==> src/tllt_pkg.sv <==
// Package for the two-lane lap timer: field widths, command codes, reset
// values and the transaction payload types. Depends on nothing.
package tllt_pkg;

  localparam int DEBOUNCE_W = 10;
  localparam int TS_W = 32;
  localparam int COUNT_W = 16;

  localparam int NUM_LANES_DEF = 2;
  localparam int TIME_BITS_DEF = 32;

  localparam logic CMD_EDGE = 1'b0;
  localparam logic CMD_CLEAR = 1'b1;

  localparam logic [DEBOUNCE_W-1:0] DEBOUNCE_RESET = DEBOUNCE_W'(50);
  localparam logic [COUNT_W-1:0] COUNT_MAX = '1;

  typedef struct packed {
    logic            cmd;
    logic            lane;
    logic [TS_W-1:0] now_ms;
  } tllt_item_t;

  typedef struct packed {
    logic               lane_out;
    logic               edge_accepted;
    logic               lap_completed;
    logic [TS_W-1:0]    lap_time_ms;
    logic [TS_W-1:0]    best_lap_ms;
    logic [COUNT_W-1:0] lap_total;
    logic               timing_active;
  } tllt_result_t;

endpackage

==> src/tllt_ifs.sv <==
// Valid/ready channel interfaces for input events and result transactions.
// Depends on tllt_pkg for the payload types.
interface tllt_item_if import tllt_pkg::*; ();
  logic       valid;
  logic       ready;
  tllt_item_t data;

  modport source (output valid, output data, input ready);
  modport sink (input valid, input data, output ready);
endinterface

interface tllt_result_if import tllt_pkg::*; ();
  logic         valid;
  logic         ready;
  tllt_result_t data;

  modport source (output valid, output data, input ready);
  modport sink (input valid, input data, output ready);
endinterface

==> src/tllt_update.sv <==
// Per-event update logic for one lane: debounce check, arming, lap closing
// and the result fields. Depends on tllt_pkg.
module tllt_update import tllt_pkg::*; #(
  parameter int TIME_BITS = TIME_BITS_DEF
) (
  input  logic                  cmd,
  input  logic                  lane,
  input  logic                  lane_ok,
  input  logic [TIME_BITS-1:0]  now_t,
  input  logic [DEBOUNCE_W-1:0] debounce,
  input  logic [TIME_BITS-1:0]  last_edge,
  input  logic [TIME_BITS-1:0]  lap_start,
  input  logic [TIME_BITS-1:0]  recent_lap,
  input  logic [TIME_BITS-1:0]  best_lap,
  input  logic [COUNT_W-1:0]    lap_count,
  input  logic                  armed,
  output logic                  accepted,
  output logic [TIME_BITS-1:0]  recent_lap_next,
  output logic [TIME_BITS-1:0]  best_lap_next,
  output logic [COUNT_W-1:0]    lap_count_next,
  output tllt_result_t          res
);

  logic [TIME_BITS-1:0] since;
  logic [TIME_BITS-1:0] lap;
  logic                 completed;
  logic                 show;

  assign since = now_t - last_edge;
  assign lap = now_t - lap_start;
  assign accepted = (cmd == CMD_EDGE) && lane_ok && (since > TIME_BITS'(debounce));
  assign completed = accepted && armed;

  assign recent_lap_next = completed ? lap : recent_lap;
  assign best_lap_next = (completed && ((lap < best_lap) || (best_lap == '0))) ? lap : best_lap;
  assign lap_count_next = (completed && (lap_count != COUNT_MAX)) ?
                          lap_count + COUNT_W'(1) : lap_count;

  // A clear command or a lane outside the array reports all lap values and flags as zero.
  assign show = (cmd == CMD_EDGE) && lane_ok;

  always_comb begin
    res.lane_out = lane;
    res.edge_accepted = accepted;
    res.lap_completed = completed;
    res.lap_time_ms = show ? TS_W'(recent_lap_next) : '0;
    res.best_lap_ms = show ? TS_W'(best_lap_next) : '0;
    res.lap_total = show ? lap_count_next : '0;
    res.timing_active = show && (armed || accepted);
  end

endmodule

==> src/two_lane_lap_timer_top.sv <==
// Top level of the lap timer: input register, per-lane state, result register.
// Depends on tllt_pkg, tllt_ifs and tllt_update.
//
//  Channel   Direction  Handshake     Payload
//  item      in         valid/ready   cmd, lane, now_ms
//  result    out        valid/ready   lane_out, edge_accepted, lap_completed,
//                                     lap_time_ms, best_lap_ms, lap_total, timing_active
//  cfg       in         cfg_we        cfg_wdata (debounce_ms)
//
// Each event passes through the input register and then through the update logic
// into the result register.
// One event is accepted per cycle while the result side keeps up.
// A stalled result holds the update stage; the input register takes one more
// event only if it is empty. Reset restores the debounce time to 50 ms and clears all lane state.
module two_lane_lap_timer_top import tllt_pkg::*; #(
  parameter int NUM_LANES = NUM_LANES_DEF,
  parameter int TIME_BITS = TIME_BITS_DEF
) (
  input  logic                  clk,
  input  logic                  rst,
  tllt_item_if.sink             item,
  tllt_result_if.source         result,
  input  logic                  cfg_we,
  input  logic [DEBOUNCE_W-1:0] cfg_wdata
);

  localparam int LANE_IW = (NUM_LANES > 1) ? $clog2(NUM_LANES) : 1;

  logic [DEBOUNCE_W-1:0] debounce;

  logic                 s1_valid;
  tllt_item_t           s1;
  logic                 advance;
  logic                 fire;
  logic                 lane_ok;
  logic [LANE_IW-1:0]   idx;
  logic [TIME_BITS-1:0] now_t;

  logic [TIME_BITS-1:0] last_edge [NUM_LANES];
  logic [TIME_BITS-1:0] lap_start [NUM_LANES];
  logic [TIME_BITS-1:0] recent_lap [NUM_LANES];
  logic [TIME_BITS-1:0] best_lap [NUM_LANES];
  logic [COUNT_W-1:0]   lap_count [NUM_LANES];
  logic                 armed [NUM_LANES];

  logic                 accepted;
  logic [TIME_BITS-1:0] recent_lap_next;
  logic [TIME_BITS-1:0] best_lap_next;
  logic [COUNT_W-1:0]   lap_count_next;
  tllt_result_t         res_next;

  logic                 res_valid;
  tllt_result_t         res;

  always_ff @(posedge clk) begin
    if (rst) begin
      debounce <= DEBOUNCE_RESET;
    end else if (cfg_we) begin
      debounce <= cfg_wdata;
    end
  end

  assign advance = !res_valid || result.ready;
  assign item.ready = !s1_valid || advance;
  assign fire = s1_valid && advance;

  always_ff @(posedge clk) begin
    if (rst) begin
      s1_valid <= 1'b0;
    end else if (item.ready) begin
      s1_valid <= item.valid;
    end
  end

  always_ff @(posedge clk) begin
    if (item.valid && item.ready) begin
      s1 <= item.data;
    end
  end

  assign lane_ok = {31'b0, s1.lane} < NUM_LANES;
  assign idx = lane_ok ? LANE_IW'(s1.lane) : '0;
  assign now_t = TIME_BITS'(s1.now_ms);

  tllt_update #(
    .TIME_BITS(TIME_BITS)
  ) u_update (
    .cmd             (s1.cmd),
    .lane            (s1.lane),
    .lane_ok         (lane_ok),
    .now_t           (now_t),
    .debounce        (debounce),
    .last_edge       (last_edge[idx]),
    .lap_start       (lap_start[idx]),
    .recent_lap      (recent_lap[idx]),
    .best_lap        (best_lap[idx]),
    .lap_count       (lap_count[idx]),
    .armed           (armed[idx]),
    .accepted        (accepted),
    .recent_lap_next (recent_lap_next),
    .best_lap_next   (best_lap_next),
    .lap_count_next  (lap_count_next),
    .res             (res_next)
  );

  always_ff @(posedge clk) begin
    if (rst) begin
      for (int l = 0; l < NUM_LANES; l++) begin
        last_edge[l] <= '0;
        lap_start[l] <= '0;
        recent_lap[l] <= '0;
        best_lap[l] <= '0;
        lap_count[l] <= '0;
        armed[l] <= 1'b0;
      end
    end else if (fire && (s1.cmd == CMD_CLEAR)) begin
      // The last edge times survive a clear so debouncing stays continuous.
      for (int l = 0; l < NUM_LANES; l++) begin
        lap_start[l] <= '0;
        recent_lap[l] <= '0;
        best_lap[l] <= '0;
        lap_count[l] <= '0;
        armed[l] <= 1'b0;
      end
    end else if (fire && accepted) begin
      last_edge[idx] <= now_t;
      lap_start[idx] <= now_t;
      recent_lap[idx] <= recent_lap_next;
      best_lap[idx] <= best_lap_next;
      lap_count[idx] <= lap_count_next;
      armed[idx] <= 1'b1;
    end
  end

  always_ff @(posedge clk) begin
    if (rst) begin
      res_valid <= 1'b0;
    end else if (advance) begin
      res_valid <= s1_valid;
    end
  end

  always_ff @(posedge clk) begin
    if (fire) begin
      res <= res_next;
    end
  end

  assign result.valid = res_valid;
  assign result.data = res;

endmodule

==> src/flat_wrapper.sv <==
// flat-port wrapper written by rule: the top's interface ports become plain ports
module two_lane_lap_timer_top_flat import tllt_pkg::*;
#(
  parameter int NUM_LANES = NUM_LANES_DEF,
  parameter int TIME_BITS = TIME_BITS_DEF
)
  (clk, rst, cfg_we, cfg_wdata, item_valid, item_data, item_ready, result_valid, result_data, result_ready);
  tllt_item_if item_i ();
  tllt_result_if result_i ();
  input  logic clk;
  input  logic rst;
  input  logic cfg_we;
  input  logic [DEBOUNCE_W-1:0] cfg_wdata;
  input wire logic [$bits(item_i.valid)-1:0] item_valid;
  input wire logic [$bits(item_i.data)-1:0] item_data;
  output wire logic [$bits(item_i.ready)-1:0] item_ready;
  output wire logic [$bits(result_i.valid)-1:0] result_valid;
  output wire logic [$bits(result_i.data)-1:0] result_data;
  input wire logic [$bits(result_i.ready)-1:0] result_ready;
  assign item_i.valid = item_valid;
  assign item_i.data = item_data;
  assign item_ready = item_i.ready;
  assign result_valid = result_i.valid;
  assign result_data = result_i.data;
  assign result_i.ready = result_ready;
  two_lane_lap_timer_top #(.NUM_LANES(NUM_LANES), .TIME_BITS(TIME_BITS)) u_core (.clk(clk), .rst(rst), .item(item_i), .result(result_i), .cfg_we(cfg_we), .cfg_wdata(cfg_wdata));
endmodule
==> config.mk <==
export PLATFORM = sky130hd
export DESIGN_NAME = two_lane_lap_timer_top_flat
export DESIGN_NICKNAME = d
export VERILOG_FILES = /design/src/tllt_pkg.sv /design/src/tllt_ifs.sv /design/src/tllt_update.sv /design/src/two_lane_lap_timer_top.sv /design/src/flat_wrapper.sv
export SDC_FILE = /design/constraint.sdc
export NUM_CORES = 1
export LEC_CHECK = 0
export BUFFER_PORTS_ARGS = -buffer_cell sky130_fd_sc_hd__buf_2
export CAP_MARGIN = 20
export CORE_MARGIN = 10
export CORE_UTILIZATION = 30
export CTS_BUF_LIST = sky130_fd_sc_hd__clkbuf_16
export CTS_CLUSTER_SIZE = 20
export DETAILED_ROUTE_END_ITERATION = 8
export PLACE_DENSITY = 0.46
export RECOVER_POWER = 100
export SKIP_CTS_REPAIR_TIMING = 1
export SLEW_MARGIN = 0
export SYNTH_ARGS = -nofsm -noshare
export SYNTH_HDL_FRONTEND = slang
export SYNTH_HIERARCHICAL = 1
export SYNTH_SLANG_ARGS = --single-unit
export TNS_END_PERCENT = 1
==> constraint.sdc <==
create_clock -name clk -period 11.1 [get_ports clk]
set_clock_uncertainty 0.2 [all_clocks]
set_input_delay 0.555 -clock clk [delete_from_list [all_inputs] [get_ports clk]]
set_output_delay 0.555 -clock clk [all_outputs]
set_load 0.1 [all_outputs]
Yosys cells after proc, flatten, opt, wreduce, memory -nomap -nowiden
Memories as Yosys holds them, arrays and structs flattened. A register that Yosys moved wholly into a read port is not among the register bits.
Index checks and enable logic that the tools add are counted.
{"block": "word_totals", "mem_count": 6, "in_bits": 49, "ram_bits": 290, "wordCells": 104, "output_inout_bits": 86, "register_bits": 130}
{"name": "u_core.best_lap", "words": 2, "word_bits": 32, "read_ports": 1, "rd_clocked_by_memory_dff": 1, "wr": 2, "line": "two_lane_lap_timer_top.sv:42", "text": "logic [TIME_BITS-1:0] best_lap [NUM_LANES];"}
{"name": "u_core.lap_start", "words": 2, "word_bits": 32, "read_ports": 1, "rd_clocked_by_memory_dff": 1, "wr": 2, "line": "two_lane_lap_timer_top.sv:40", "text": "logic [TIME_BITS-1:0] lap_start [NUM_LANES];"}
{"name": "u_core.last_edge", "words": 2, "word_bits": 32, "read_ports": 1, "rd_clocked_by_memory_dff": 1, "wr": 2, "line": "two_lane_lap_timer_top.sv:39", "text": "logic [TIME_BITS-1:0] last_edge [NUM_LANES];"}
{"name": "u_core.recent_lap", "words": 2, "word_bits": 32, "read_ports": 1, "rd_clocked_by_memory_dff": 1, "wr": 2, "line": "two_lane_lap_timer_top.sv:41", "text": "logic [TIME_BITS-1:0] recent_lap [NUM_LANES];"}
{"name": "u_core.lap_count", "words": 2, "word_bits": 16, "read_ports": 1, "rd_clocked_by_memory_dff": 1, "wr": 2, "line": "two_lane_lap_timer_top.sv:43", "text": "logic [COUNT_W-1:0] lap_count [NUM_LANES];"}
{"name": "u_core.armed", "words": 2, "word_bits": 1, "read_ports": 1, "rd_clocked_by_memory_dff": 1, "wr": 2, "line": "two_lane_lap_timer_top.sv:44", "text": "logic armed [NUM_LANES];"}
{"block": "op_classes", "mux": 46, "reduce_logical": 22, "bitwise": 11, "magnitude_cmp": 2, "eq_ne": 1, "addsub": 3}
{"cell": "32-bit two-way mux", "count": 12}
{"cell": "32-bit OR reduction", "count": 4}
{"cell": "16-bit two-way mux", "count": 4}
{"cell": "32-bit subtractor", "count": 2}
{"cell": "32-bit by 10-bit > comparator with 1-bit output", "count": 1}
{"cell": "32-bit zero test", "count": 1}
{"cell": "32-bit less-than comparator", "count": 1}
{"cell": "1-bit two-way mux", "count": 30}
{"cell": "16-bit by 1-bit adder with 16-bit output (second input constant)", "count": 1}
{"cell": "16-bit != test (second input constant)", "count": 1}
{"cell": "16-bit OR reduction", "count": 1}
{"cell": "1-bit bitwise OR", "count": 10}
{"cell": "1-bit logical AND", "count": 9}
{"cell": "1-bit logical OR", "count": 4}
{"cell": "1-bit zero test", "count": 2}
{"cell": "1-bit NOT", "count": 1}
{"cell": "1-bit OR reduction", "count": 1}

Depth between registers and ports, before layout
Gate-level depths: netlist of run 1.
{"block": "depth", "depth_word": 10, "depth_mapped": 29}

By module
The synthesis of run 1 kept the hierarchy.
{"module": "two_lane_lap_timer_top", "cells_per_inst": 876, "area_per_inst_um2": 16114.2, "n_inst": 1}
{"module": "tllt_update", "cells_per_inst": 1117, "area_per_inst_um2": 7195.7, "n_inst": 1}

Worst setup path before layout of run 1
No wires, ideal clock.
{"block": "synth_timing", "path_kind": "register to register", "from": "register with a tool-made name", "to": "memory u_core/best_lap[0][0] in the netlist's numbering, enable pin", "n_path_buf": 5, "arrival_ns": 7.135, "synth_period_minus_slack_ns": 8.349, "stages_incl_launch_ff": 27, "slack_ns": 2.751, "path_cell_list": "dfxtp_1 -> buf_2 -> buf_2 -> mux2_2 -> ha_1 -> fa_1 -> nand2b_1 -> a21oi_1 -> nor2_1 -> xnor2_1 -> ha_1 -> a21oi_1 -> nor2b_1 -> a2111oi_0 -> a21o_1 -> o311ai_0 -> or4_1 -> nor4_1 -> nand4_1 -> or3_1 -> buf_2 -> and2_1 -> nor4b_1 -> and3_1 -> buf_4 -> buf_6 -> nand2b_1"}
{"element": "end: declaration", "line": "two_lane_lap_timer_top.sv:42"}

==> results of run 1 <==
==> synthesized netlist by cell type (all sizes together) (43+ instances only) <==
library cell and number:
a21oi 99, edfxtp 406, o21ai 94, buf 60, mux2 153, nand2 97
ha 104, nand3 51, clkbuf 43, and2 231, inv 125, nand4 45
nor2 78
==> area by class of cell <==
cell class              count  share of cell area
clock buffers              51              0.0475
repair buffers            189              0.0391
flip-flops and latches    421               0.465
well taps                1040              0.0484
clock inverters            44              0.0192
inverters                 125              0.0175
multi-input cells        1345               0.363
==> worst min-delay path, delay by kind of cell <==
family	cells	cell delay [ns]
buffers and inverters	1	0.08
muxes	1	0.06
and+or+nand+nor	1	0.07
==> power groups by stage <==
| stage | registers, mW | clock network, mW | logic [mW] |
|---|---|---|---|
| floorplan | 1.97 | 0 | 0.534 |
| global placement | 1.89 | 0 | 0.854 |
| detailed placement | 1.89 | 0 | 0.859 |
| CTS | 1.86 | 1.83 | 0.864 |
| global route | 1.87 | 1.89 | 0.951 |
| finish | 1.86 | 1.77 | 0.868 |
==> per-stage QoR <==
step / power (mW) / hold slack [ns] / setup WS, ns / std cells
detailed placement: 2.75 / 0.238 / 3.03 / 3081
finish: 4.51 / 0.0192 / 1.87 / 3215
CTS: 4.55 / -0.0966 / 3.00 / 3176
global placement: 2.75 / 0.229 / 3.19 / 3081
floorplan: 2.51 / 0.220 / 2.75 / 1994
global route: 4.72 / 0.0125 / 1.28 / 3215
==> registers in the layout (all words and copies together) (netlist names), named ones only <==
signal / cells
u_core/debounce: 10
u_core/idx: 1
u_core/s1_valid: 1
u_core/result.data: 84
u_core/best_lap: 64
u_core/result.valid: 1
u_core/now_t: 32
u_core/recent_lap: 64
u_core/armed: 2
u_core/lap_count: 32
u_core/s1: 1
u_core/lap_start: 64
u_core/last_edge: 64
==> how the worst max path moves through the flow <==
stage / slack (ns) / startpoint / to
global route: 1.28 / flip-flop / u_core/result.data[34]$_DFFE_PN_
detailed placement: 3.03 / flip-flop / u_core/best_lap[0][28]$_SDFFCE_PN0P_
CTS: 3.00 / flip-flop / u_core/lap_start[0][30]$_DFFE_PP_
global placement: 3.19 / flip-flop / u_core/best_lap[0][28]$_SDFFCE_PN0P_
finish: 1.87 / flip-flop / u_core/result.data[34]$_DFFE_PN_
floorplan: 2.75 / flip-flop / u_core/best_lap[0][0]$_SDFFCE_PN0P_
==> cell families after synthesis <==
kind of cell,Yosys count,synth area share
and+or+nand+nor,641,0.155
DFF,421,0.536
xor gates and xnor gates,58,0.0218
other,1,0.000161
buffers and inverters,228,0.0451
AOI/OAI and AO/OA,362,0.101
muxes,176,0.0840
adders and majority gates,106,0.0575
==> metal layers <==
layer | routed length (um) | part of all wire
met1 | 31100 | 0.48
met2 | 30300 | 0.46
met3 | 2670 | 0.041
met4 | 1270 | 0.020
met5 | 0 | 0
==> impl_metrics.prom, run 1 <==
# TYPE chip_impl_metric gauge
chip_impl_info{name="timing.hold.worst_endpoint",value="u_core/debounce[6]$_SDFFE_PP0P_"} 1
chip_impl_metric{name="finalWirelength",unit="um"} 65300
chip_impl_metric{name="count_of_state_elements_after_synthesis",unit=""} 421
chip_impl_metric{name="placed_area",unit="um^2"} 24900
chip_impl_info{name="hold_path.startpoint",value="cfg_wdata[6]"} 1
chip_impl_info{name="worstReg2RegEnd",value="u_core/result.data[34]$_DFFE_PN_"} 1
chip_impl_metric{name="grt_start_max_net_pins",unit=""} 88
chip_impl_metric{name="timing.critical_path.buf_inv",unit=""} 2
chip_impl_info{name="ys_dominant_reg_cell",value="sky130_fd_sc_hd__edfxtp_1"} 1
chip_impl_metric{name="gr-usage-all-layers",unit=""} 0.141
chip_impl_metric{name="power.share.sequential",unit=""} 0.413
chip_impl_info{name="status",value="complete, but fails checks"} 1
chip_impl_metric{name="wl_per_cell",unit="um"} 20.3
chip_impl_metric{name="netlist-cell-type-count",unit=""} 90
chip_impl_metric{name="drc_errors",unit=""} 0
chip_impl_metric{name="timing_worst_slew_pin_value",unit="ns"} 3.77
chip_impl_metric{name="hpwlAfterDp",unit="um"} 44700
chip_impl_metric{name="clk_path_buf_depth",unit=""} 3
chip_impl_metric{name="max_cap_violations",unit=""} 10
chip_impl_metric{name="syn_area",unit="um^2"} 23300
chip_impl_metric{name="report.final.setup_viol",unit=""} 0
chip_impl_metric{name="io-pin-count",unit=""} 135
chip_impl_info{name="violated_checks",value="capacitance limit, slew limit"} 1
chip_impl_metric{name="grtUsageMet1",unit=""} 0.196
chip_impl_metric{name="cts.sinks",unit=""} 421
chip_impl_metric{name="detailedRoute.firstIterationViolations",unit=""} 1042
chip_impl_info{name="layout.cells.most_common_list",value="sky130_fd_sc_hd__edfxtp_1, sky130_fd_sc_hd__mux2_2, sky130_fd_sc_hd__and2_0, sky130_fd_sc_hd__inv_1, sky130_fd_sc_hd__ha_1"} 1
chip_impl_metric{name="power.clock.fraction",unit=""} 0.394
chip_impl_info{name="cts_tree",value="built"} 1
chip_impl_metric{name="gp_weighted_congestion",unit=""} 0.867
chip_impl_metric{name="worstRegToRegCells",unit=""} 21
chip_impl_info{name="critical_path.slowest_cell",value="sky130_fd_sc_hd__clkbuf_1"} 1
chip_impl_metric{name="final_number_of_max_transition_violations",unit=""} 504
chip_impl_metric{name="netlist.area_leader.share",unit=""} 0.523
chip_impl_metric{name="timing.fmax",unit="MHz"} 108
chip_impl_metric{name="switchingPower",unit="mW"} 1.30
chip_impl_metric{name="nNetsFinal",unit=""} 2288
chip_impl_metric{name="finalInstanceArea",unit="um^2"} 26900
chip_impl_metric{name="insertion_delay",unit="ns"} 0.60
chip_impl_metric{name="path_clk_slew",unit="ns"} 0.06
chip_impl_metric{name="cts_buffers",unit=""} 51
chip_impl_metric{name="placement.io_buffers",unit=""} 134
chip_impl_metric{name="layout.core_utilization",unit=""} 0.348
chip_impl_metric{name="final_min_period_over_clock_period",unit=""} 0.832
chip_impl_metric{name="global_route.usage.met3",unit=""} 0.0202
chip_impl_metric{name="hold-path-cell-count",unit=""} 3
chip_impl_info{name="yosys.area.top_type",value="sky130_fd_sc_hd__edfxtp_1"} 1
chip_impl_metric{name="grt_overflow_total",unit=""} 0
chip_impl_metric{name="synth_edf_count",unit=""} 406
chip_impl_info{name="type_of_element_capturing_the_critical_path",value="flip-flop"} 1
chip_impl_metric{name="antenna_cells",unit=""} 0
chip_impl_metric{name="drt.antenna.violating_nets",unit=""} 0
chip_impl_info{name="crit_family",value="buffers and inverters"} 1
chip_impl_metric{name="maxSlewHeadroom",unit=""} -1.52
chip_impl_metric{name="totalNegativeSetupSlack",unit="ns"} 0
chip_impl_metric{name="first_global_vias",unit=""} 16000
chip_impl_metric{name="synth-seq-area-share",unit=""} 0.536
chip_impl_metric{name="final_layout_size_suffix_gt1_frac",unit=""} 0.146
chip_impl_metric{name="cp_num_cells",unit=""} 21
chip_impl_metric{name="power_per_cell_area",unit="nW/um^2"} 168
chip_impl_metric{name="fp.dieW",unit="um"} 299
chip_impl_metric{name="drt-vias-per-instance",unit=""} 4.93
chip_impl_metric{name="die_area",unit="um^2"} 89200
chip_impl_metric{name="grt.met2_usage",unit=""} 0.230
chip_impl_metric{name="htree_num_levels",unit=""} 2
chip_impl_info{name="largest_cells_by_area_after_synthesis",value="sky130_fd_sc_hd__edfxtp_1, sky130_fd_sc_hd__mux2_2, sky130_fd_sc_hd__and2_1"} 1
chip_impl_metric{name="initial_antenna_violation_count",unit=""} 1
chip_impl_info{name="timing.critical_path.cells",value="mux2_2, ha_1, fa_1, nand2b_1, a21oi_1, nor2_1, xnor2_1, ha_1, a21oi_1, nor2b_1, a2111oi_0, a21o_1, nand3_1, nor4_1, nand4b_1, or4_1, o31ai_4, clkbuf_1, nor3_4, clkbuf_1, o31ai_1"} 1
chip_impl_info{name="critPathLaunchType",value="flip-flop"} 1
chip_impl_metric{name="combinationalPowerShare",unit=""} 0.193
chip_impl_metric{name="first_pass_iters",unit=""} 5
chip_impl_metric{name="yosys_warnings",unit=""} 6
chip_impl_metric{name="initial_utilization",unit=""} 0.302
chip_impl_info{name="global_route.peak_usage_layer",value="met2"} 1
chip_impl_metric{name="synth_area_per_cell",unit="um^2"} 11.7
chip_impl_info{name="layout_commonest_cell",value="sky130_fd_sc_hd__edfxtp_1"} 1
chip_impl_info{name="hold_path.class",value="in2reg"} 1
chip_impl_metric{name="placeableCoreArea",unit="um^2"} 77200
chip_impl_metric{name="final.fill_count",unit=""} 7662
chip_impl_metric{name="power_leakage",unit="nW"} 10.0
chip_impl_metric{name="global_route_wire_length_before_repair",unit="um"} 99300
chip_impl_info{name="rsz0062_at_grt",value="false"} 1
chip_impl_metric{name="seqCellArea",unit="um^2"} 12500
chip_impl_metric{name="footprint_of_the_multi_input_gates",unit="um^2"} 9760
chip_impl_metric{name="period_needed",unit="ns"} 9.23
chip_impl_metric{name="floorplan.rows",unit=""} 102
chip_impl_metric{name="r2r_setup_slack",unit="ns"} 1.87
chip_impl_metric{name="routed-via-count",unit=""} 15900
chip_impl_metric{name="power_report.internal_total",unit="mW"} 3.20
chip_impl_metric{name="netlist_instances",unit=""} 1993
chip_impl_metric{name="syn_to_final_growth",unit="%"} 15.3
chip_impl_metric{name="worst-endpoint-required",unit="ns"} 11.24
chip_impl_metric{name="final_hold_violation_count",unit=""} 0
chip_impl_metric{name="synth-async-reset-ratio",unit=""} 0
chip_impl_metric{name="critPathMaxStageDelay",unit="ns"} 1.90
chip_impl_info{name="cts_root_buffer",value="sky130_fd_sc_hd__clkbuf_16"} 1
chip_impl_metric{name="chipHeight",unit="um"} 299
chip_impl_metric{name="worst-endpoint-arrival",unit="ns"} 9.37
chip_impl_metric{name="irDropWorstVdd",unit="mV"} 0.124
chip_impl_info{name="critPathKind",value="reg2reg"} 1
chip_impl_metric{name="critPathMaxFanout",unit=""} 65
chip_impl_metric{name="power.share.switching",unit=""} 0.289
Power figures use the tool's default switching activity.
==> run 2, diff against run 1 <==
==> constraint.sdc (replaced) <==
create_clock -name clk -period 9.3 [get_ports clk]
set_clock_uncertainty 0.2 [all_clocks]
set_input_delay 0.465 -clock clk [delete_from_list [all_inputs] [get_ports clk]]
set_output_delay 0.465 -clock clk [all_outputs]
set_load 0.1 [all_outputs]
==> run 2 against run 1 <==
Net effect: the run still ends with capacitance limit, slew limit left; combinational power is 19% higher; critical path depth is 3 lower; sequential cell count unchanged; worst hold slack better by 0.012 ns; register-to-register slack lost 0.69 ns; non-clock buffer count rose by 7; first-iteration DRC count is 5.2% lower; largest power group unchanged.
==> impl_metrics.prom, run 2 (synthesized netlist as in run 1, its figures left out) <==
# TYPE chip_impl_metric gauge
chip_impl_info{name="status",value="complete, but fails checks"} 1
chip_impl_info{name="violated_checks",value="capacitance limit, slew limit"} 1
chip_impl_metric{name="initial_antenna_violation_count",unit=""} 1
chip_impl_metric{name="htree_num_levels",unit=""} 2
chip_impl_metric{name="fp.dieW",unit="um"} 299
chip_impl_metric{name="final_min_period_over_clock_period",unit=""} 0.874
chip_impl_metric{name="hpwlAfterDp",unit="um"} 44400
chip_impl_metric{name="worst-endpoint-arrival",unit="ns"} 8.15
chip_impl_metric{name="critPathMaxStageDelay",unit="ns"} 1.52
chip_impl_metric{name="final_hold_slack",unit="ns"} 0.0310
chip_impl_metric{name="final_layout_size_suffix_gt1_frac",unit=""} 0.143
chip_impl_metric{name="finalWirelength",unit="um"} 65100
chip_impl_metric{name="period_needed",unit="ns"} 8.12
chip_impl_metric{name="critPathMaxFanout",unit=""} 99
chip_impl_metric{name="max_cap_violations",unit=""} 6
chip_impl_metric{name="io-pin-count",unit=""} 135
chip_impl_metric{name="insertion_delay",unit="ns"} 0.60
chip_impl_metric{name="floorplan.rows",unit=""} 102
chip_impl_metric{name="maxSlewHeadroom",unit=""} -1.80
chip_impl_info{name="rsz0062_at_grt",value="false"} 1
chip_impl_metric{name="power_per_cell_area",unit="nW/um^2"} 196
chip_impl_info{name="global_route.peak_usage_layer",value="met2"} 1
chip_impl_metric{name="finalPower",unit="mW"} 5.26
chip_impl_metric{name="placeableCoreArea",unit="um^2"} 77200
chip_impl_metric{name="gr-usage-all-layers",unit=""} 0.142
chip_impl_info{name="layout_commonest_cell",value="sky130_fd_sc_hd__edfxtp_1"} 1
chip_impl_metric{name="clk_path_buf_depth",unit=""} 3
chip_impl_metric{name="largest_register_ff_count",unit=""} 84
chip_impl_metric{name="final_number_of_max_transition_violations",unit=""} 250
chip_impl_info{name="hold_path.class",value="in2reg"} 1
chip_impl_metric{name="final_hold_violation_count",unit=""} 0
chip_impl_metric{name="first_pass_iters",unit=""} 5
chip_impl_metric{name="placement.io_buffers",unit=""} 134
chip_impl_metric{name="report.final.setup_viol",unit=""} 0
chip_impl_info{name="timing.critical_path.cells",value="buf_4, mux2_2, inv_1, ha_1, a21oi_1, o21a_1, o31ai_1, a211o_1, a31oi_4, mux2i_1, nor4_1, nand3_1, or3_1, and2_0, nor4bb_1, and3_1, nand2b_4, buf_12"} 1
chip_impl_metric{name="grt.met2_usage",unit=""} 0.229
chip_impl_metric{name="drt.antenna.violating_nets",unit=""} 0
chip_impl_info{name="cts_root_buffer",value="sky130_fd_sc_hd__clkbuf_16"} 1
chip_impl_metric{name="gp_weighted_congestion",unit=""} 0.857
chip_impl_metric{name="cts.sinks",unit=""} 421
chip_impl_metric{name="power_leakage",unit="nW"} 9.98
chip_impl_metric{name="routed-via-count",unit=""} 15900
chip_impl_info{name="critical_path.slowest_cell",value="sky130_fd_sc_hd__and3_1"} 1
chip_impl_metric{name="die_area",unit="um^2"} 89200
chip_impl_metric{name="timing.critical_path.buf_inv",unit=""} 3
chip_impl_metric{name="first_global_vias",unit=""} 15800
chip_impl_metric{name="grt_start_max_net_pins",unit=""} 100
chip_impl_metric{name="timing.fmax",unit="MHz"} 123
chip_impl_metric{name="grtUsageMet1",unit=""} 0.199
chip_impl_metric{name="global_route_wire_length_before_repair",unit="um"} 99800
chip_impl_metric{name="timing_worst_slew_pin_value",unit="ns"} 4.20
chip_impl_metric{name="totalNegativeSetupSlack",unit="ns"} 0
chip_impl_metric{name="layout.core_utilization",unit=""} 0.348
chip_impl_info{name="cts_tree",value="built"} 1
chip_impl_info{name="critPathLaunchType",value="flip-flop"} 1
chip_impl_metric{name="drt-vias-per-instance",unit=""} 4.93
chip_impl_info{name="crit_family",value="simple AND/OR/NAND/NOR gates"} 1
chip_impl_metric{name="path_clk_slew",unit="ns"} 0.06
chip_impl_metric{name="wl_per_cell",unit="um"} 20.2
chip_impl_metric{name="initial_utilization",unit=""} 0.302
chip_impl_metric{name="worst-endpoint-required",unit="ns"} 9.32
chip_impl_metric{name="cts_buffers",unit=""} 50
chip_impl_metric{name="drc_errors",unit=""} 0
chip_impl_metric{name="chipHeight",unit="um"} 299
chip_impl_info{name="layout.cells.most_common_list",value="sky130_fd_sc_hd__edfxtp_1, sky130_fd_sc_hd__mux2_2, sky130_fd_sc_hd__and2_0, sky130_fd_sc_hd__inv_1, sky130_fd_sc_hd__ha_1"} 1
chip_impl_metric{name="grt_overflow_total",unit=""} 0
chip_impl_metric{name="syn_to_final_growth",unit="%"} 15.2
chip_impl_metric{name="detailedRoute.firstIterationViolations",unit=""} 988
chip_impl_info{name="type_of_element_capturing_the_critical_path",value="flip-flop"} 1
chip_impl_metric{name="nNetsFinal",unit=""} 2294
chip_impl_metric{name="global_route.usage.met3",unit=""} 0.0206
chip_impl_info{name="critPathKind",value="reg2reg"} 1
chip_impl_metric{name="irDropWorstVdd",unit="mV"} 0.111
run 2: changes by cell type in the layout (fill, tap and decap cells not counted), sizes merged:
cell / before / now
clkinv: 26 / 20
inv: 130 / 137
dlygate4sd3: 38 / 45
bufinv: 11 / 7
diode: 0 / 1
clkinvlp: 2 / 4
run 2: layer usage:
layer  wire length, um  share of wire  vias to the layer above
li1                  -              -                     7641
met1             31400           0.48                     7824
met2             29800           0.46                      337
met3              2560          0.039                       74
met4              1340          0.021                        0
met5                 0              0                        -
run 2: final timing paths:
kind                                                  to                     from  slack, ns  depth (start not counted)
setup / recovery  u_core/recent_lap[1][26]$_SDFFCE_PN0P_                flip-flop       1.18                         18
hold / removal              u_core/s1_valid$_SDFFE_PP0N_             result_ready       0.03                          3
setup reg to reg  u_core/recent_lap[1][26]$_SDFFCE_PN0P_                flip-flop       1.18                         18
hold reg to reg                  u_core/armed[1]$_DFF_P_  u_core/armed[1]$_DFF_P_       0.25                          1
run 2: final cells by class:
class,instances,area [um^2]
diodes,1,2.50
clock buffers,51,1280
clock inverters,43,412
fillers,7702,50400
inverters,125,469
multi-input cells,1345,9750
flip-flops and latches,421,12500
well taps,1040,1300
repair buffers,196,1140
run 2: report_power, final:
| group | leakage, nW | switching, mW | total [mW] | internal, mW |
|---|---|---|---|---|
| Sequential | 4.30 | 0.0436 | 2.22 | 2.18 |
| Clock | 0.846 | 0.811 | 2.01 | 1.20 |
| Combinational | 4.83 | 0.683 | 1.03 | 0.348 |
run 2: worst reg2reg max path, cell delays in order (launching register included):
cell	delay (ns)
sky130_fd_sc_hd__dfxtp_4	0.62
sky130_fd_sc_hd__buf_4	0.54
sky130_fd_sc_hd__mux2_2	0.40
sky130_fd_sc_hd__inv_1	0.12
sky130_fd_sc_hd__ha_1	0.32
sky130_fd_sc_hd__a21oi_1	0.33
sky130_fd_sc_hd__o21a_1	0.25
sky130_fd_sc_hd__o31ai_1	0.14
sky130_fd_sc_hd__a211o_1	0.35
sky130_fd_sc_hd__a31oi_4	0.32
sky130_fd_sc_hd__mux2i_1	0.33
sky130_fd_sc_hd__nor4_1	0.09
sky130_fd_sc_hd__nand3_1	0.10
sky130_fd_sc_hd__or3_1	0.44
sky130_fd_sc_hd__and2_0	0.26
sky130_fd_sc_hd__nor4bb_1	0.21
sky130_fd_sc_hd__and3_1	1.52
sky130_fd_sc_hd__nand2b_4	0.57
sky130_fd_sc_hd__buf_12	0.48
run 2: per-stage QoR:
| step | instance area (um^2) | worst slack, ns | std cells |
|---|---|---|---|
| 2_1_floorplan | 23300 | 0.951 | 1994 |
| 3_3_place_gp | 24900 | 1.72 | 3082 |
| 3_5_place_dp | 24900 | 1.54 | 3082 |
| 4_1_cts | 26600 | 1.52 | 3176 |
| 5_1_grt | 26800 | 0.526 | 3221 |
| 6_report | 26800 | 1.18 | 3222 |
==> run 3, diff against run 2 <==
--- a/config.mk
+++ b/config.mk
@@ -12,7 +12,7 @@
 export CTS_BUF_LIST = sky130_fd_sc_hd__clkbuf_16
 export CTS_CLUSTER_SIZE = 20
 export DETAILED_ROUTE_END_ITERATION = 8
-export PLACE_DENSITY = 0.46
+export PLACE_DENSITY = 0.44
 export RECOVER_POWER = 100
 export SKIP_CTS_REPAIR_TIMING = 1
 export SLEW_MARGIN = 0
==> run 3 against run 2 <==
Net effect: the run still ends with capacitance limit, slew limit left; register-to-register slack worse by 0.06 ns; maximum frequency fell by 0.79%; combinational power about the same; setup slack got worse by 0.065 ns; power fell by 0.65%; first-iteration DRC count is 1.6% lower; wire length increased by 0.95%; worst hold slack lost 0.015 ns; sequential share of layout area increased by 0.091 points; global-route usage is essentially flat; via count grew 0.30%; sequential power about the same; critical path type unchanged.
==> impl_metrics.prom, run 3 (synthesized netlist as in run 1, its figures left out) <==
# TYPE chip_impl_metric gauge
chip_impl_info{name="layout_commonest_cell",value="sky130_fd_sc_hd__edfxtp_1"} 1
chip_impl_metric{name="fp.dieW",unit="um"} 299
chip_impl_metric{name="final_min_period_over_clock_period",unit=""} 0.881
chip_impl_metric{name="gp_weighted_congestion",unit=""} 0.860
chip_impl_metric{name="final_layout_size_suffix_gt1_frac",unit=""} 0.140
chip_impl_metric{name="switchingPower",unit="mW"} 1.54
chip_impl_info{name="status",value="complete, but fails checks"} 1
chip_impl_metric{name="die_area",unit="um^2"} 89200
chip_impl_info{name="crit_family",value="simple AND/OR/NAND/NOR gates"} 1
chip_impl_info{name="critical_path.slowest_cell",value="sky130_fd_sc_hd__dfxtp_4"} 1
chip_impl_metric{name="timing.fmax",unit="MHz"} 122
chip_impl_info{name="violated_checks",value="capacitance limit, slew limit"} 1
chip_impl_metric{name="gr-usage-all-layers",unit=""} 0.142
chip_impl_info{name="cts_root_buffer",value="sky130_fd_sc_hd__clkbuf_16"} 1
chip_impl_metric{name="period_needed",unit="ns"} 8.19
chip_impl_metric{name="largest_register_ff_count",unit=""} 84
chip_impl_metric{name="finalPower",unit="mW"} 5.22
chip_impl_metric{name="cts_buffers",unit=""} 51
chip_impl_metric{name="final_hold_slack",unit="ns"} 0.0162
chip_impl_metric{name="post-route-worst-setup-slack",unit="ns"} 1.11
chip_impl_metric{name="placed_area",unit="um^2"} 24900
chip_impl_metric{name="nNetsFinal",unit=""} 2294
chip_impl_metric{name="dp_cells",unit=""} 3081
chip_impl_metric{name="timing_worst_slew_pin_value",unit="ns"} 3.46
chip_impl_metric{name="combinationalPowerShare",unit=""} 0.197
chip_impl_metric{name="power.share.switching",unit=""} 0.295
chip_impl_info{name="critPathLaunchType",value="flip-flop"} 1
chip_impl_metric{name="drc_errors",unit=""} 0
chip_impl_metric{name="first_global_vias",unit=""} 15900
chip_impl_info{name="timing.critical_path.cells",value="mux2_2, ha_1, fa_1, nand2b_1, a21oi_1, nor2_1, xnor2_1, ha_1, a21oi_1, nor2b_1, a2111oi_0, a21o_1, o311ai_0, or4_1, nor4_1, nand4_1, or3_1, and2_0, nor4b_1, and3_1, nand2b_4, buf_12"} 1
chip_impl_metric{name="report.final.setup_viol",unit=""} 0
chip_impl_metric{name="initial_utilization",unit=""} 0.302
chip_impl_metric{name="path_clk_slew",unit="ns"} 0.06
chip_impl_metric{name="drt-vias-per-instance",unit=""} 4.95
chip_impl_metric{name="instances_no_fill",unit=""} 3218
chip_impl_metric{name="critPathMaxStageDelay",unit="ns"} 0.72
chip_impl_info{name="rsz0062_at_grt",value="false"} 1
chip_impl_metric{name="chipHeight",unit="um"} 299
chip_impl_metric{name="critPathMaxFanout",unit=""} 100
chip_impl_metric{name="insertion_delay",unit="ns"} 0.61
chip_impl_metric{name="detailedRoute.firstIterationViolations",unit=""} 972
chip_impl_metric{name="irDropWorstVdd",unit="mV"} 0.120
chip_impl_metric{name="finalInstanceArea",unit="um^2"} 26800
chip_impl_metric{name="hpwlAfterDp",unit="um"} 44300
chip_impl_info{name="layout.cells.most_common_list",value="sky130_fd_sc_hd__edfxtp_1, sky130_fd_sc_hd__mux2_2, sky130_fd_sc_hd__inv_1, sky130_fd_sc_hd__and2_0, sky130_fd_sc_hd__ha_1"} 1
chip_impl_metric{name="power.clock.fraction",unit=""} 0.377
chip_impl_metric{name="worst-endpoint-required",unit="ns"} 9.29
chip_impl_metric{name="floorplan.rows",unit=""} 102
chip_impl_metric{name="syn_to_final_growth",unit="%"} 15.0
chip_impl_metric{name="power.share.sequential",unit=""} 0.425
chip_impl_metric{name="timing.critical_path.buf_inv",unit=""} 1
chip_impl_metric{name="final_number_of_max_transition_violations",unit=""} 165
chip_impl_metric{name="maxSlewHeadroom",unit=""} -1.30
chip_impl_metric{name="routed-via-count",unit=""} 15900
chip_impl_metric{name="antenna_cells",unit=""} 0
chip_impl_metric{name="worst-endpoint-arrival",unit="ns"} 8.17
chip_impl_metric{name="io-pin-count",unit=""} 135
chip_impl_metric{name="clk_path_buf_depth",unit=""} 3
chip_impl_metric{name="grt_overflow_total",unit=""} 0
chip_impl_metric{name="totalNegativeSetupSlack",unit="ns"} 0
chip_impl_metric{name="placement.io_buffers",unit=""} 134
chip_impl_metric{name="first_pass_iters",unit=""} 5
chip_impl_info{name="cts_tree",value="built"} 1
chip_impl_info{name="critPathKind",value="reg2reg"} 1
chip_impl_metric{name="power_leakage",unit="nW"} 9.98
chip_impl_metric{name="initial_antenna_violation_count",unit=""} 1
chip_impl_metric{name="dpl_worst_slack",unit="ns"} 1.42
chip_impl_metric{name="grt_start_max_net_pins",unit=""} 113
chip_impl_metric{name="layout.core_utilization",unit=""} 0.347
chip_impl_metric{name="wl_per_cell",unit="um"} 20.4
chip_impl_metric{name="global_route_wire_length_before_repair",unit="um"} 99800
chip_impl_metric{name="final_hold_violation_count",unit=""} 0
chip_impl_metric{name="drt.antenna.violating_nets",unit=""} 0
chip_impl_info{name="hold_path.class",value="in2reg"} 1
chip_impl_metric{name="placeableCoreArea",unit="um^2"} 77200
chip_impl_info{name="type_of_element_capturing_the_critical_path",value="flip-flop"} 1
chip_impl_metric{name="htree_num_levels",unit=""} 2
chip_impl_metric{name="power_report.internal_total",unit="mW"} 3.68
chip_impl_metric{name="finalWirelength",unit="um"} 65800
chip_impl_metric{name="max_cap_violations",unit=""} 4
chip_impl_metric{name="cts.sinks",unit=""} 421
chip_impl_metric{name="power_per_cell_area",unit="nW/um^2"} 195
## run 3: changes by cell type in the layout (fill, tap and decap cells not counted), moves of 2 or more
cell / change
sky130_fd_sc_hd__and2_0: -16
sky130_fd_sc_hd__and2_1: +16
sky130_fd_sc_hd__buf_2: +3
sky130_fd_sc_hd__buf_4: -4
sky130_fd_sc_hd__clkinv_2: -2
sky130_fd_sc_hd__clkinv_8: +2
sky130_fd_sc_hd__inv_1: +2
sky130_fd_sc_hd__inv_6: -2
sky130_fd_sc_hd__o21ai_0: -2
sky130_fd_sc_hd__o21ai_1: +2
## run 3: area by class of cell
type | count | area (um^2)
multi-input cells | 1345 | 9740
well taps | 1040 | 1300
flip-flops and latches | 421 | 12500
clock buffers | 51 | 1280
fillers | 7773 | 50400
inverters | 125 | 469
repair buffers | 195 | 1140
clock inverters | 41 | 375
## run 3: metal layers
| metal | GRT usage | vias to the layer above | routed length, um |
|---|---|---|---|
| li1 | - | 7631 | - |
| met1 | 0.200 | 7877 | 32000 |
| met2 | 0.226 | 332 | 29700 |
| met3 | 0.0222 | 84 | 2640 |
| met4 | 0.0374 | 0 | 1480 |
| met5 | 0 | - | 0 |
## run 3: power groups by stage
stage	clock network (mW)	registers (mW)	logic (mW)
floorplan	0	2.36	0.637
global placement	0	2.26	1.04
global route	2.11	2.23	1.14
detailed placement	0	2.26	1.03
finish	1.97	2.22	1.03
CTS	2.04	2.22	1.04
## run 3: path summary, 6_finish.rpt
path | cells after the start | slack [ns] | endpoint | from
setup / recovery | 22 | 1.11 | u_core/recent_lap[0][21]$_SDFFCE_PN0P_ | flip-flop
setup reg to reg | 22 | 1.11 | u_core/recent_lap[0][21]$_SDFFCE_PN0P_ | flip-flop
hold reg to reg | 1 | 0.25 | u_core/armed[1]$_DFF_P_ | u_core/armed[1]$_DFF_P_
hold / removal | 3 | 0.02 | u_core/s1_valid$_SDFFE_PP0N_ | result_ready
## run 3: worst min-delay path, stage by stage
cell and delay (ns):
sky130_fd_sc_hd__buf_2 0.08, sky130_fd_sc_hd__nand3b_1 0.13, sky130_fd_sc_hd__a21oi_1 0.08
